### config.mk
export PLATFORM = sky130hd
export DESIGN_NAME = time_of_day_clock_with_alarm
export DESIGN_NICKNAME = d
export VERILOG_FILES = /design/src/design/tdc_pkg.sv /design/src/design/time_of_day_clock_with_alarm.sv /design/src/design/tdc_time_keeper.sv
export SDC_FILE = /design/constraint.sdc
export NUM_CORES = 1
export LEC_CHECK = 0
export ABC_AREA = 1
export BUFFER_PORTS_ARGS = -buffer_cell sky130_fd_sc_hd__buf_2
export CELL_PAD_IN_SITES_DETAIL_PLACEMENT = 1
export CELL_PAD_IN_SITES_GLOBAL_PLACEMENT = 2
export CORE_MARGIN = 10
export CORE_UTILIZATION = 29
export DETAILED_ROUTE_END_ITERATION = 10
export HOLD_SLACK_MARGIN = 0.1
export PLACE_DENSITY = 0.79
export SLEW_MARGIN = 40
export SYNTH_ARGS = -nofsm -noshare
export SYNTH_HDL_FRONTEND = slang
export SYNTH_SLANG_ARGS = --single-unit
### constraint.sdc
create_clock -name clock -period 3.9 [get_ports clock]
set_input_delay 0.78 -clock clock [delete_from_list [all_inputs] [get_ports clock]]
set_output_delay 0.78 -clock clock [all_outputs]
set_load 0.1 [all_outputs]
### src/design/tdc_pkg.sv
// ----------------------------------------------------------------------------
// tdc_pkg
// Shared types and codes for the time-of-day clock with alarm.
// ----------------------------------------------------------------------------
`default_nettype none

package tdc_pkg;

   // width of one time field (hour, minute or second)
   localparam int unsigned FIELD_W = 7;
   localparam int unsigned CMD_W   = 3;
   localparam int unsigned MODE_W  = 2;

   // request command codes
   localparam logic [CMD_W-1:0] CMD_TICK      = 3'd0;
   localparam logic [CMD_W-1:0] CMD_SET_12H   = 3'd1;
   localparam logic [CMD_W-1:0] CMD_SET_24H   = 3'd2;
   localparam logic [CMD_W-1:0] CMD_SET_ALARM = 3'd3;
   localparam logic [CMD_W-1:0] CMD_START     = 3'd4;

   // hour mode codes
   localparam logic [MODE_W-1:0] MODE_NONE = 2'd0;
   localparam logic [MODE_W-1:0] MODE_12H  = 2'd1;
   localparam logic [MODE_W-1:0] MODE_24H  = 2'd2;

   // field limits
   localparam logic [FIELD_W-1:0] SEC_MAX  = 7'd59;
   localparam logic [FIELD_W-1:0] MIN_MAX  = 7'd59;
   localparam logic [FIELD_W-1:0] HOUR_12  = 7'd12;
   localparam logic [FIELD_W-1:0] HOUR_23  = 7'd23;
   localparam logic [FIELD_W-1:0] HOUR_ONE = 7'd1;

   // one request
   typedef struct packed {
      logic [CMD_W-1:0]   cmd;
      logic [FIELD_W-1:0] hour_value;
      logic [FIELD_W-1:0] minute_value;
      logic [FIELD_W-1:0] second_value;
   } tdc_item_type;

   // one response
   typedef struct packed {
      logic [FIELD_W-1:0] cur_hour;
      logic [FIELD_W-1:0] cur_minute;
      logic [FIELD_W-1:0] cur_second;
      logic               clock_running;
      logic               led_pin_level;
   } tdc_result_type;

endpackage

`default_nettype wire

### src/design/time_of_day_clock_with_alarm.sv
// ----------------------------------------------------------------------------
// time_of_day_clock_with_alarm
// Hours-minutes-seconds clock with 12h/24h modes and a one-shot alarm that
// toggles an LED level on every later tick.
//
//   channel | direction | handshake         | payload
//   --------+-----------+-------------------+---------------------------------
//   req_    | in        | req_valid/stall   | cmd, hour/minute/second value
//   rsp_    | out       | rsp_valid/stall   | cur time, running, LED level
//
// One request per cycle sustained while the response side does not stall; each
// request passes the input register, then the response register.
// The state update is one pass of compare/increment logic in the time keeper.
// Reset is synchronous: time, alarm and mode clear, the LED level goes high.
// A stalled response holds; the input register still drains into the
// response register in the same cycle the response is taken.
// ----------------------------------------------------------------------------
`default_nettype none

module time_of_day_clock_with_alarm (
   input  wire logic                          clock,
   input  wire logic                          reset,
   input  wire logic                          req_valid,
   output      logic                          req_stall,
   input  wire logic [tdc_pkg::CMD_W-1:0]     req_cmd,
   input  wire logic [tdc_pkg::FIELD_W-1:0]   req_hour_value,
   input  wire logic [tdc_pkg::FIELD_W-1:0]   req_minute_value,
   input  wire logic [tdc_pkg::FIELD_W-1:0]   req_second_value,
   output      logic                          rsp_valid,
   input  wire logic                          rsp_stall,
   output      logic [tdc_pkg::FIELD_W-1:0]   rsp_cur_hour,
   output      logic [tdc_pkg::FIELD_W-1:0]   rsp_cur_minute,
   output      logic [tdc_pkg::FIELD_W-1:0]   rsp_cur_second,
   output      logic                          rsp_clock_running,
   output      logic                          rsp_led_pin_level
);

   logic                    in_valid_ff, in_valid_in;
   tdc_pkg::tdc_item_type   item_ff;
   logic                    out_valid_ff, out_valid_in;
   tdc_pkg::tdc_result_type result_ff;
   tdc_pkg::tdc_result_type result_next;
   logic                    accept;
   logic                    advance;

   // move the held request on when the response slot is free or draining
   assign advance   = in_valid_ff && (!out_valid_ff || !rsp_stall);
   assign req_stall = in_valid_ff && !advance;
   assign accept    = req_valid && !req_stall;

   always_comb begin
      in_valid_in = in_valid_ff;
      if (accept) begin
         in_valid_in = 1'b1;
      end else if (advance) begin
         in_valid_in = 1'b0;
      end
      out_valid_in = out_valid_ff && rsp_stall;
      if (advance) begin
         out_valid_in = 1'b1;
      end
   end

   // input register
   always_ff @(posedge clock) begin
      if (reset) begin
         in_valid_ff <= 1'b0;
      end else begin
         in_valid_ff <= in_valid_in;
      end
   end

   always_ff @(posedge clock) begin
      if (accept) begin
         item_ff.cmd          <= req_cmd;
         item_ff.hour_value   <= req_hour_value;
         item_ff.minute_value <= req_minute_value;
         item_ff.second_value <= req_second_value;
      end
   end

   // clock state and update
   tdc_time_keeper u_keeper (
      .clock  (clock),
      .reset  (reset),
      .step   (advance),
      .item   (item_ff),
      .result (result_next)
   );

   // response register
   always_ff @(posedge clock) begin
      if (reset) begin
         out_valid_ff <= 1'b0;
      end else begin
         out_valid_ff <= out_valid_in;
      end
   end

   always_ff @(posedge clock) begin
      if (advance) begin
         result_ff <= result_next;
      end
   end

   assign rsp_valid         = out_valid_ff;
   assign rsp_cur_hour      = result_ff.cur_hour;
   assign rsp_cur_minute    = result_ff.cur_minute;
   assign rsp_cur_second    = result_ff.cur_second;
   assign rsp_clock_running = result_ff.clock_running;
   assign rsp_led_pin_level = result_ff.led_pin_level;

   // a request taken lands in the input register
   a_accept_lands: assert property (@(posedge clock) disable iff (reset)
      accept |=> in_valid_ff)
      else $error("accepted request not held in input register");

   // a processed request always yields a response next cycle
   a_advance_resp: assert property (@(posedge clock) disable iff (reset)
      advance |=> rsp_valid)
      else $error("processed request produced no response");

   // an empty response slot never blocks the input side
   a_no_block: assert property (@(posedge clock) disable iff (reset)
      (!out_valid_ff && in_valid_ff) |-> !req_stall)
      else $error("input stalled while response slot empty");

   // once running, the clock never stops
   a_run_sticky: assert property (@(posedge clock) disable iff (reset)
      (rsp_valid && $past(rsp_valid) && $past(rsp_clock_running)) |-> rsp_clock_running)
      else $error("clock_running dropped");

endmodule

`default_nettype wire

### src/design/tdc_time_keeper.sv
// ----------------------------------------------------------------------------
// tdc_time_keeper
// Clock, mode, start and alarm state with its one-pass update per request.
// ----------------------------------------------------------------------------
`default_nettype none

module tdc_time_keeper (
   input  wire logic                    clock,
   input  wire logic                    reset,
   input  wire logic                    step,
   input  wire tdc_pkg::tdc_item_type   item,
   output tdc_pkg::tdc_result_type      result
);

   logic [tdc_pkg::FIELD_W-1:0] hours_ff, hours_in;
   logic [tdc_pkg::FIELD_W-1:0] minutes_ff, minutes_in;
   logic [tdc_pkg::FIELD_W-1:0] seconds_ff, seconds_in;
   logic [tdc_pkg::MODE_W-1:0]  mode_ff, mode_in;
   logic                        start_ff, start_in;
   logic                        running_ff, running_in;
   logic                        armed_ff, armed_in;
   logic [tdc_pkg::FIELD_W-1:0] al_hours_ff, al_hours_in;
   logic [tdc_pkg::FIELD_W-1:0] al_minutes_ff, al_minutes_in;
   logic [tdc_pkg::FIELD_W-1:0] al_seconds_ff, al_seconds_in;
   logic                        fired_ff, fired_in;
   logic                        led_ff, led_in;

   logic                        is_tick;
   logic                        sec_wrap;
   logic                        min_wrap;
   logic [tdc_pkg::FIELD_W-1:0] hour_adv;
   logic                        match;

   assign is_tick  = (item.cmd == tdc_pkg::CMD_TICK);
   assign sec_wrap = (seconds_ff >= tdc_pkg::SEC_MAX);
   assign min_wrap = (minutes_ff >= tdc_pkg::MIN_MAX);

   // hour rollover depends on mode
   always_comb begin
      if (mode_ff == tdc_pkg::MODE_12H) begin
         hour_adv = (hours_ff >= tdc_pkg::HOUR_12) ? tdc_pkg::HOUR_ONE
                                                   : hours_ff + 7'd1;
      end else begin
         hour_adv = (hours_ff >= tdc_pkg::HOUR_23) ? '0 : hours_ff + 7'd1;
      end
   end

   // next state for the request at hand
   always_comb begin
      hours_in      = hours_ff;
      minutes_in    = minutes_ff;
      seconds_in    = seconds_ff;
      mode_in       = mode_ff;
      start_in      = start_ff;
      running_in    = running_ff;
      armed_in      = armed_ff;
      al_hours_in   = al_hours_ff;
      al_minutes_in = al_minutes_ff;
      al_seconds_in = al_seconds_ff;
      led_in        = led_ff;

      if (is_tick) begin
         // LED toggles only once the alarm fired on an earlier request
         led_in = led_ff ^ fired_ff;
         if (running_ff) begin
            if (sec_wrap) begin
               seconds_in = '0;
               if (min_wrap) begin
                  minutes_in = '0;
                  hours_in   = hour_adv;
               end else begin
                  minutes_in = minutes_ff + 7'd1;
               end
            end else begin
               seconds_in = seconds_ff + 7'd1;
            end
         end
      end else begin
         unique case (item.cmd) inside
            tdc_pkg::CMD_SET_12H, tdc_pkg::CMD_SET_24H: begin
               mode_in    = (item.cmd == tdc_pkg::CMD_SET_12H) ? tdc_pkg::MODE_12H
                                                               : tdc_pkg::MODE_24H;
               hours_in   = item.hour_value;
               minutes_in = item.minute_value;
               seconds_in = item.second_value;
            end
            tdc_pkg::CMD_SET_ALARM: begin
               armed_in      = 1'b1;
               al_hours_in   = item.hour_value;
               al_minutes_in = item.minute_value;
               al_seconds_in = item.second_value;
            end
            tdc_pkg::CMD_START: begin
               start_in = 1'b1;
            end
            default: begin
               // unused codes leave stored values alone
            end
         endcase
         if ((mode_in != tdc_pkg::MODE_NONE) && start_in) begin
            running_in = 1'b1;
         end
      end
   end

   // alarm check on the updated time, latches once
   assign match = armed_in
                  && (hours_in == al_hours_in)
                  && (minutes_in == al_minutes_in)
                  && (seconds_in == al_seconds_in);
   assign fired_in = fired_ff | match;

   // state registers
   always_ff @(posedge clock) begin
      if (reset) begin
         hours_ff      <= '0;
         minutes_ff    <= '0;
         seconds_ff    <= '0;
         mode_ff       <= tdc_pkg::MODE_NONE;
         start_ff      <= 1'b0;
         running_ff    <= 1'b0;
         armed_ff      <= 1'b0;
         al_hours_ff   <= '0;
         al_minutes_ff <= '0;
         al_seconds_ff <= '0;
         fired_ff      <= 1'b0;
         led_ff        <= 1'b1;
      end else if (step) begin
         hours_ff      <= hours_in;
         minutes_ff    <= minutes_in;
         seconds_ff    <= seconds_in;
         mode_ff       <= mode_in;
         start_ff      <= start_in;
         running_ff    <= running_in;
         armed_ff      <= armed_in;
         al_hours_ff   <= al_hours_in;
         al_minutes_ff <= al_minutes_in;
         al_seconds_ff <= al_seconds_in;
         fired_ff      <= fired_in;
         led_ff        <= led_in;
      end
   end

   // response values after this request
   always_comb begin
      result.cur_hour      = hours_in;
      result.cur_minute    = minutes_in;
      result.cur_second    = seconds_in;
      result.clock_running = running_in;
      result.led_pin_level = led_in;
   end

endmodule

`default_nettype wire
# Word-level counts from Yosys, hierarchy flattened
# Cells that the tools add are included.
# Widths: inputs -> output; s select.
dict set report totals {
  reg_bits 98
  latch_bits 0
  ram_bits 0
  romBits 0
  input_bits 28
  wordCells 95
  mem_count 0
}
dict set report op_classes {
  add_sub_neg 3
  mul 0
  div 0
  magnitude_cmp 4
  eq_ne 8
  shifts 0
  muxes 36
  n_bitwise 3
  reduce_logical 18
}
# cell n
set op_table {}
lappend op_table {{$mux 7} 23}
lappend op_table {{$add 7x1->7 const B} 3}
lappend op_table {{$eq 7x7->1} 3}
lappend op_table {{$ge 7x6->1 const B} 2}
lappend op_table {{$mux 1} 10}
lappend op_table {{$logic_and 1x1->1} 8}
lappend op_table {{$ge 7x4->1 const B} 1}
lappend op_table {{$ge 7x5->1 const B} 1}
lappend op_table {{$eq 3x2->1 const B} 2}
lappend op_table {{$mux 2} 3}
lappend op_table {{$logic_not 1->1} 4}
lappend op_table {{$reduce_bool 2->1} 2}
lappend op_table {{$eq 3x1->1 const B} 1}
lappend op_table {{$eq 3x3->1 const B} 1}
lappend op_table {{$logic_not 3->1} 1}
lappend op_table {{$eq 2x1->1 const B} 1}
lappend op_table {{$reduce_and 2->1} 1}
lappend op_table {{$reduce_or 2->1} 1}
lappend op_table {{$logic_or 1x1->1} 1}
lappend op_table {{$not 1->1} 1}
lappend op_table {{$or 1x1->1} 1}
lappend op_table {{$xor 1x1->1} 1}

# Depth between registers and ports, before layout
# Gate-level depths: netlist of run 1.
dict set report logic_depth {
  ltp_word 12
  mapped_depth 18
  depth_no_buf 18
}

# Hierarchy
# A second synthesis of run 1 with hierarchy kept.
dict set report unflattened {
  hier_cells 658
  area_unflattened_um2 5077.4
}
# mod n_inst cells_per_inst area_each_um2
set by_module_without_submodules {}
lappend by_module_without_submodules {tdc_time_keeper 1 599 3574.7}
lappend by_module_without_submodules {time_of_day_clock_with_alarm 1 59 1502.7}

# Worst setup path before layout of run 1
# No wires, ideal clock.
dict set report synth_path {
  kind {reg-to-reg}
  startpoint {reg out_valid_ff, in the netlist rsp_valid}
  endpoint {reg item_ff[0] (netlist name), enable pin}
  arrival_time_ns 3.018
  required_time_ns 3.543
  slack_ns 0.525
  stages_incl_launch_ff 6
  synth_period_minus_slack_ns 3.375
  path_cell_list {dfxtp_1 > nand2_1 > nor2_1 > inv_1 > nand2_1 > inv_1}
}
dict set report synth_between {
  elab_chain_cells 7
}
# element line_no
set synth_lines {}
lappend synth_lines {{start, declared} time_of_day_clock_with_alarm.sv:40} ;# logic out_valid_ff, out_valid_in;
lappend synth_lines {{start signal, assigned} time_of_day_clock_with_alarm.sv:96} ;# out_valid_ff <= out_valid_in;
lappend synth_lines {{$logic_not 1->1} time_of_day_clock_with_alarm.sv:47} ;# assign advance = in_valid_ff && (!out_valid_ff || !rsp_stall);
lappend synth_lines {{$logic_or 1x1->1} time_of_day_clock_with_alarm.sv:47}
lappend synth_lines {{$logic_and 1x1->1} time_of_day_clock_with_alarm.sv:47}
lappend synth_lines {{$logic_not 1->1} time_of_day_clock_with_alarm.sv:48} ;# assign req_stall = in_valid_ff && !advance;
lappend synth_lines {{$logic_and 1x1->1} time_of_day_clock_with_alarm.sv:48}
lappend synth_lines {{via req_stall} time_of_day_clock_with_alarm.sv:24} ;# output logic req_stall,
lappend synth_lines {{$logic_not 1->1} time_of_day_clock_with_alarm.sv:49} ;# assign accept = req_valid && !req_stall;
lappend synth_lines {{$logic_and 1x1->1} time_of_day_clock_with_alarm.sv:49}
lappend synth_lines {{via accept} time_of_day_clock_with_alarm.sv:43} ;# logic accept;
lappend synth_lines {{end, declared} time_of_day_clock_with_alarm.sv:39} ;# tdc_pkg::tdc_item_type item_ff;
# The timed path passes the listed nets, and every way through them passes these cells.
# A chain may end at the register's enable or synchronous reset.

==> qor.yml, run 1 <==
status: "completed"
p_leak_uw: 0.00251
place_area_mm2: 0.00552
cts_hold_buf: 0
htreeDepth: 3
setup_viol: 0
ctsResizeCount: 0
grt_pass1_vias: 4515
power_density_mw_per_mm2: 441
yosys-top-cells-count: "nand2_1 (148), inv_1 (78), nor2_1 (53), o21ai_0 (52), dfxtp_1 (51)"
critPathLaunchType: "flop"
slew_headroom: 0.493
initial_core_util: 0.295
grt_pass1_wl_mm: 24.3
cts_tree: "yes"
n_fill_cell: 2072
area_growth_pct: 14.3
cap_violations: 0
timing.fmax_mhz: 411
multi_input_area_mm2: 0.00219
drive_above_1_share: 0.163
fin_area_mm2: 0.00582
ys_async_sr_fraction: 0
synthXorXnorAreaFrac: 0.0138
muxShareOfSynthArea: 0.00590
hold_viol: 0
avgSynthCellArea_um2: 8.06
cts_max_path_buffers: 2
min_period_ps: 2430
synth_seq_cells: 98
cts_setup_buffers: 0
pin_count: 53
routed_via_density: 4.76
dieArea_mm2: 0.0233
synth_top_family_by_area: "simple AND/OR/NAND/NOR gates"
grt_use_total: 0.128
yosysMostFrequentCell: "nand2_1"
diodes: 0
wl_per_cell_um: 16.5
synth_cell_types: 43
clkLatencyLatePin_ps: 350
nNetsFinal: 707
cp-end-kind: "flop"
clk_pin_slew_worst_paths_ps: 70
place_hpwl_mm: 11.4
postRouteAntennaNets: 0
synthFlopType: "dfxtp_1"
die_w_um: 152
first_iter_violations: 208
netlist.area_leader.share: 0.277
antenna_found_initial: 0
die_h_um: 152
synth-edff-count: 47
cts_root_buf: "clkbuf_16"
worst_pin_slew_ps: 761
peakVddDrop_mv: 0.225
core_mm2: 0.0172
syn_inst: 632
vias: 4307
critPathRequiredTime_ps: 4190
worstPathArrival_ps: 2720
yosysSeqAreaShare: 0.478
skew_ps: 9.11
clkSinkCount: 98
drt-pass1-iter-count: 4
syn_nets: 664
period_share: 0.624
rows: 48
grt_overflow: 0
synth_compound_area_frac: 0.154
synth_area_leaders: "edfxtp_1 (28%), dfxtp_1 (20%), nand2_1 (11%)"
syn_area_mm2: 0.00509
synth_largest_area_cell: "edfxtp_1"
synth-simple-area-share: 0.245
holdCritPathClass: "flop to flop"
regArea_mm2: 0.00243
port_buffers: 52
path_class: "flop to flop"
numCtsBuffers: 9
synth_fa_ha_area_frac: 0.00983
rsz0062_at_grt: "no"
yosys_warnings: 0
drc: 0
final_max_slew_viol_count: 0
wirelength_mm: 15.0
place_congestion: 0.854
tns_ps: 0
crit_fanout: 6
grt_max_degree: 36
==> worst max-delay path, cell delays in order (launching register included) <==
cell and delay [ps]:
dfxtp_1 500, ha_1 270, nor2_1 60, nand2_1 50
nand2_1 50, nand2_1 210, inv_1 130, nor2_4 140
a21oi_1 80, nand2_1 110, nand2_1 130, nand2_1 90
nand2_1 50, nor2_1 150, nand2_1 90, nor2_2 90
nand3_2 70, a21oi_2 100
==> state kept, by name, summed over array words and instances, names as in the netlist, 2 cells and up <==
name                    count
item_ff                    24
rsp_cur_hour                7
rsp_cur_minute              7
rsp_cur_second              7
u_keeper.al_hours_ff        7
u_keeper.al_minutes_ff      7
u_keeper.al_seconds_ff      7
u_keeper.hours_ff           7
u_keeper.minutes_ff         7
u_keeper.mode_ff            2
u_keeper.seconds_ff         7
==> layout make-up <==
class / instances / share of cell area
sequential: 98 / 0.418
multi-input combinational: 425 / 0.376
inverter: 84 / 0.0546
timing repair buffer: 57 / 0.0512
tap: 225 / 0.0484
clock buffer: 11 / 0.0417
clock inverter: 5 / 0.0105
==> worst paths after layout <==
| path | start | endpoint | slack, ps | depth (start not counted) |
|---|---|---|---|---|
| hold reg to reg | u_keeper.al_minutes_ff[5] | u_keeper.al_minutes_ff[5] | 470 | 2 |
| hold / removal | u_keeper.al_minutes_ff[5] | u_keeper.al_minutes_ff[5] | 470 | 2 |
| setup / recovery | u_keeper.minutes_ff[0] | u_keeper.fired_ff | 1470 | 17 |
| setup reg to reg | u_keeper.minutes_ff[0] | u_keeper.fired_ff | 1470 | 17 |
==> cells by family after synthesis <==
logic type,after synthesis
adders and majority gates,4
DFF,98
AOI/OAI and AO/OA,140
and+or+nand+nor,270
buffers and inverters,109
muxes,3
xor gates and xnor gates,8
==> report_power, final <==
group          switching [uW]  internal (uW)
Clock                     409            520
Combinational             348            111
Sequential               37.8           1140
==> metrics by stage <==
step / worst slack [ps] / std cells / total power [uW] / hold slack, ps / utilization
final: 1470 / 905 / 2570 / 472 / 0.338
after global routing: 1140 / 905 / 2690 / 494 / 0.338
after CTS: 1480 / 905 / 2600 / 478 / 0.338
after detailed placement: 1420 / 889 / 1660 / 468 / 0.320
after global placement: 1500 / 889 / 1650 / 457 / 0.320
after floorplan: 525 / 632 / 1540 / 434 / -
==> routing by layer <==
metal | share of wire | GRT usage | vias to the layer above
li1 | - | - | 2169
met1 | 0.49 | 0.173 | 2057
met2 | 0.45 | 0.201 | 65
met3 | 0.036 | 0.0192 | 16
met4 | 0.021 | 0.0509 | 0
met5 | 0 | 0 | -
==> layout by cell type (no fill, tap or decap), types with 2 or more instances in the layout <==
cell,instances
nand2_1,148
inv_1,76
nor2_1,52
o21ai_0,52
buf_2,52
dfxtp_1,51
a21oi_1,48
edfxtp_1,47
nand3_1,29
a211oi_1,13
o21ai_1,12
clkbuf_16,9
nand2_2,8
nand3b_1,7
xor2_1,7
inv_2,6
o211ai_1,6
nor2_4,5
buf_4,5
ha_1,4
nand2_4,3
a21oi_2,3
nand3_2,3
mux2i_1,3
nor2_2,3
nand4_1,2
a31oi_1,2
nor3_1,2
or2_2,2
inv_6,2
Note: power is estimated with default switching activity, not from simulation.
==> run 2: changes to the inputs <==
==> constraint.sdc (replaced) <==
create_clock -name clock -period 2.27 [get_ports clock]
set_input_delay 0.454 -clock clock [delete_from_list [all_inputs] [get_ports clock]]
set_output_delay 0.454 -clock clock [all_outputs]
set_load 0.1 [all_outputs]
==> run 2 against run 1 <==
Net effect: core utilization rose by 3.3 points; setup slack got worse by 1400 ps; clock-buffer cell count fell by 2; sequential cell count did not move; first-iteration DRC count fell by 12%; critical path depth fell by 2; clock power rose by 70%; die area did not move; sequential share of layout area fell by 3.6 points; clock skew barely moved; register-to-register slack got worse by 1400 ps; worst hold slack got worse by 210 ps; largest cell class unchanged; largest power group unchanged; highest routed layer unchanged.
==> qor.yml, run 2 (synthesis results as in run 1) <==
status: "completed"
cp-end-kind: "flop"
grt_use_total: 0.132
final_cell_mix: "nand2_1 (144), inv_1 (77), buf_4 (58)"
cap_violations: 0
wl_met3_um: 608
worst_pin_slew_ps: 686
p_int_uw: 3110
p_sw_frac: 0.314
clk_pin_slew_worst_paths_ps: 70
top_register: "item_ff"
die_w_um: 152
diodes: 0
wl_met1_mm: 7.74
rsz0062_at_grt: "yes"
path_class: "flop to flop"
place_hpwl_mm: 11.7
final_common_cell: "nand2_1"
rows: 48
area_growth_pct: 25.4
seq_power_share: 0.445
grt_overflow: 0
n_fill_cell: 2059
min_period_ps: 2250
multi_input_area_mm2: 0.00227
initial_core_util: 0.295
port_buffers: 52
wirelength_mm: 15.9
first_iter_violations: 183
slew_headroom: 0.542
skew_ps: 8.75
share_comb_of_total_power: 0.206
holdCritPathClass: "input pin to flop"
top_layer: "met4"
crit_fanout: 8
drc: 0
grt_pass1_vias: 4652
postRouteAntennaNets: 0
clkSinkCount: 98
numCtsBuffers: 9
place_congestion: 0.877
dieArea_mm2: 0.0233
power_density_mw_per_mm2: 711
worstPathArrival_ps: 2540
cts_root_buf: "clkbuf_16"
htreeDepth: 3
nNetsFinal: 768
peakVddDrop_mv: 0.357
routed_via_density: 4.69
clock_power_share: 0.348
p_sw_uw: 1430
critPathLaunchType: "flop"
clkLatencyLatePin_ps: 360
finalPower_uw: 4540
period_share: 0.989
grt_pass1_wl_mm: 24.9
cts_tree: "yes"
drt-pass1-iter-count: 4
wl_per_cell_um: 16.5
pin_count: 53
core_mm2: 0.0172
final_util: 0.370
cts_max_path_buffers: 2
final_max_slew_viol_count: 0
timing.fmax_mhz: 445
holdWs_ps: 266
largest_reg_flops: 24
die_h_um: 152
antenna_found_initial: 0
drive_above_1_share: 0.248
hold_viol: 0
p_leak_uw: 0.00279
grt_max_degree: 33
vias: 4533
critPathRequiredTime_ps: 2560
setup_viol: 0
regArea_mm2: 0.00244
wl_met2_mm: 7.36
tns_ps: 0
run 2: repair_timing:
item	CTS	global route
setup endpoints to repair	1	2
resized for setup	4	21
pin swaps	1	10
buffers inserted	2	22
cloned	0	5
hold buffers	0	0
run 2: final timing paths:
path	from	endpoint	slack, ps	cells after the start
worst min register to register	u_keeper.armed_ff	u_keeper.armed_ff	480	2
worst max register to register	item_ff[23]	u_keeper.fired_ff	20	15
worst min-delay path	req_hour_value[6]	item_ff[20]	270	1
worst max-delay path	item_ff[23]	u_keeper.fired_ff	20	15
run 2: per-stage QoR:
stage               area, um^2  cells  setup WS [ps]
floorplan                 5100    632           54.1
global placement          5780    921          -13.0
detailed placement        5780    921          -22.5
CTS                       6100    939           6.16
global route              6380    966           -128
finish                    6380    966           24.2
run 2: area by class of cell:
cell class / instances / share of cell area
Clock buffer: 9 / 0.0353
Clock inverter: 7 / 0.0118
Inverter: 84 / 0.0514
Multi-Input combinational cell: 428 / 0.355
Sequential cell: 98 / 0.382
Tap cell: 225 / 0.0441
Timing Repair Buffer: 113 / 0.117
Timing Repair inverter: 2 / 0.00274
run 2: power by group through the flow:
stage,clock [uW],combinational [uW],sequential [uW]
after CTS,1620,874,2020
after global placement,0,849,2060
after global routing,1700,1030,2030
after detailed placement,0,865,2060
after floorplan,0,415,2240
final,1580,935,2020
run 2: layer usage:
layer / up-vias / GRT usage
met5: - / 0
met4: 0 / 0.0477
met3: 11 / 0.0217
met2: 68 / 0.206
met1: 2165 / 0.179
li1: 2289 / -
run 2: worst max-delay path, stage by stage (launching register included):
cell,delay (ps)
edfxtp_1,470
inv_2,220
nand2_8,100
nor2_8,220
clkinv_8,100
nand2_1,90
nand3_1,80
nand2_2,100
xnor2_1,90
nor2_2,130
nand2_1,70
nor2_2,140
nand2_1,80
nor2_2,90
nand3_2,70
a21oi_2,120
==> run 3: changes to the inputs <==
--- a/config.mk
+++ b/config.mk
@@ -13,8 +13,9 @@
 export CORE_UTILIZATION = 29
 export DETAILED_ROUTE_END_ITERATION = 10
 export HOLD_SLACK_MARGIN = 0.1
-export PLACE_DENSITY = 0.79
+export PLACE_DENSITY = 0.8
 export SLEW_MARGIN = 40
 export SYNTH_ARGS = -nofsm -noshare
 export SYNTH_HDL_FRONTEND = slang
+export SYNTH_HIERARCHICAL = 1
 export SYNTH_SLANG_ARGS = --single-unit
==> constraint.sdc (replaced) <==
create_clock -name clock -period 2.1 [get_ports clock]
set_input_delay 0.42 -clock clock [delete_from_list [all_inputs] [get_ports clock]]
set_output_delay 0.42 -clock clock [all_outputs]
set_load 0.1 [all_outputs]
==> run 3 against run 2 <==
Net effect: the run now ends with negative setup slack left; final cell count increased by 3.8%; clock-buffer cell count is 1 higher; wire length up 3.4%; first-iteration DRC count increased by 39%; sequential cell count stayed put; fmax up 4.6%; setup slack worse by 70 ps; critical endpoint is now u_keeper/fired_ff.
==> qor.yml, run 3 <==
nNetsFinal: 805
skew_ps: 6.34
cap_violations: 0
min_period_ps: 2150
synth_largest_area_cell: "edfxtp_1"
final_util: 0.383
wirelength_mm: 16.5
grt_overflow: 0
core_mm2: 0.0172
clkLatencyLatePin_ps: 350
cts_root_buf: "clkbuf_16"
final_max_slew_viol_count: 0
critPathRequiredTime_ps: 2380
drive_above_1_share: 0.262
top_register: "item_ff"
yosysSeqAreaShare: 0.479
failed_checks: "negative setup slack"
peakVddDrop_mv: 0.379
setup_viol: 1
r2r_start: "u_keeper/minutes_ff[1]"
synthFlopType: "dfxtp_1"
postRouteAntennaNets: 0
area_growth_pct: 30.0
yosys_warnings: 6
yosysMostFrequentCell: "nand2_1"
grt_pass1_vias: 4902
syn_area_mm2: 0.00508
clkSinkCount: 98
p_leak_uw: 0.00300
holdCritPathClass: "input pin to flop"
clk_pin_slew_worst_paths_ps: 70
holdWs_ps: 235
first_iter_violations: 255
rows: 48
final_cell_mix: "nand2_1 (158), inv_1 (87), buf_4 (67)"
syn_nets: 690
drt-pass1-iter-count: 5
status: "complete, but fails checks"
port_buffers: 52
place_congestion: 0.856
die_h_um: 152
dieArea_mm2: 0.0232
vias: 4732
largest_reg_flops: 24
syn_inst: 658
routed_via_density: 4.72
htreeDepth: 3
critPathLaunchType: "flop"
numCtsBuffers: 9
grt_use_total: 0.140
synth-edff-count: 47
worstSetupStartpoint: "u_keeper/minutes_ff[1]"
avgSynthCellArea_um2: 7.72
cp-end-kind: "flop"
r2r_slack_ps: -50
wl_per_cell_um: 16.4
final_common_cell: "nand2_1"
ys_async_sr_fraction: 0
grt_max_degree: 55
path_class: "flop to flop"
endpoint: "u_keeper/fired_ff"
rr_endpoint: "u_keeper/fired_ff"
period_share: 1.02
antenna_found_initial: 0
place_hpwl_mm: 11.9
crit_fanout: 8
yosys-top-cells-count: "nand2_1 (170), inv_1 (87), a21oi_1 (65), o21ai_0 (56), dfxtp_1 (51)"
rsz0062_at_grt: "yes"
diodes: 0
synth_area_leaders: "edfxtp_1 (28%), dfxtp_1 (20%), nand2_1 (13%)"
slew_headroom: 0.666
synth_cell_types: 37
setup_ws_ps: -46.2
die_w_um: 152
r2r_cells: 17
worstPathArrival_ps: 2430
synth_seq_cells: 98
pin_count: 53
timing.fmax_mhz: 466
grt_pass1_wl_mm: 26.6
drc: 0
netlist.area_leader.share: 0.278
hold_viol: 0
power_density_mw_per_mm2: 747
cts_tree: "yes"
worst_pin_slew_ps: 504
cts_max_path_buffers: 2
initial_core_util: 0.295
## run 3: cell types whose count changed in the layout (fill, tap and decap cells not counted), moves of 5 or more
cell      delta
inv_1       +10
buf_4        +9
nand3_1      +9
buf_6        +5
a21oi_1     +15
nor2_1      -17
nand2_1     +14
o21ai_2      +5
o21ai_0      +7
nor2_4       -6
a211oi_1    -12
## run 3: critical path, stage by stage (launching register included)
cell and delay, ps:
dfxtp_2 350, ha_1 190, nor2_1 90, nand2_1 70, nand2_2 70, nand2_4 90, nand3_4 160, buf_6 120
nand2_1 50, inv_2 110, nand3_2 100, nand3b_1 110, nand2_1 50, nor2_1 120, nand2_1 80, nor2_1 110
nand3_1 80, a21oi_1 120
## run 3: stage by stage
| step | TNS [ps] | cell area, um^2 | instances | worst slack [ps] | total power, uW |
|---|---|---|---|---|---|
| global placement | -132 | 5990 | 970 | -132 | 3180 |
| finish | -46.2 | 6600 | 1003 | -46.2 | 4930 |
| floorplan | 0 | 5090 | 658 | 87.0 | 2860 |
| detailed placement | -223 | 5990 | 970 | -223 | 3210 |
| CTS | -43.8 | 6500 | 996 | -43.8 | 4960 |
| global route | -242 | 6600 | 1003 | -242 | 5180 |
## run 3: routing by layer
layer	track usage	wire, um
met1	0.183	7880
met2	0.226	7570
met3	0.0288	732
met4	0.0431	294
met5	0	0
## run 3: kinds of logic after synthesis
group / synth area share
DFF: 0.479
and+or+nand+nor: 0.233
adders and majority gates: 0.00986
AOI/OAI and AO/OA: 0.166
buffers and inverters: 0.100
xor gates and xnor gates: 0.0121
## run 3: what timing repair did
item	4_1_cts	5_1_grt
buffers inserted	8	7
hold buffers	0	0
pin swaps	5	9
hold endpoints to repair	0	0
gates resized for setup	28	14
gates cloned	2	0
endpoints found under the setup margin	1	5
## run 3: final cells by class
| class | count | area [um^2] |
|---|---|---|
| inverters | 96 | 365 |
| well taps | 225 | 282 |
| multi-input cells | 437 | 2260 |
| flip-flops and latches | 98 | 2440 |
| repair buffers | 131 | 958 |
| clock inverters | 6 | 66.3 |
| fillers | 2108 | 10600 |
| clock buffers | 10 | 229 |
## run 3: worst min-delay path by stage
stage	to	cells past startpoint	startpoint	slack, ps
3_5_place_dp	u_keeper/al_hours_ff[2]	2	u_keeper/al_hours_ff[2]	450
2_1_floorplan	u_keeper/al_hours_ff[2]	2	u_keeper/al_hours_ff[2]	420
5_1_grt	item_ff[9]	1	req_minute_value[2]	220
6_report	item_ff[11]	1	req_minute_value[4]	230
3_3_place_gp	u_keeper/al_minutes_ff[5]	2	u_keeper/al_minutes_ff[5]	430
4_1_cts	item_ff[14]	1	req_hour_value[0]	220
## run 3: power breakdown
part	switching (uW)	internal, uW
logic	708	353
registers	66.1	2120
clock network	760	927
total	1530	3400
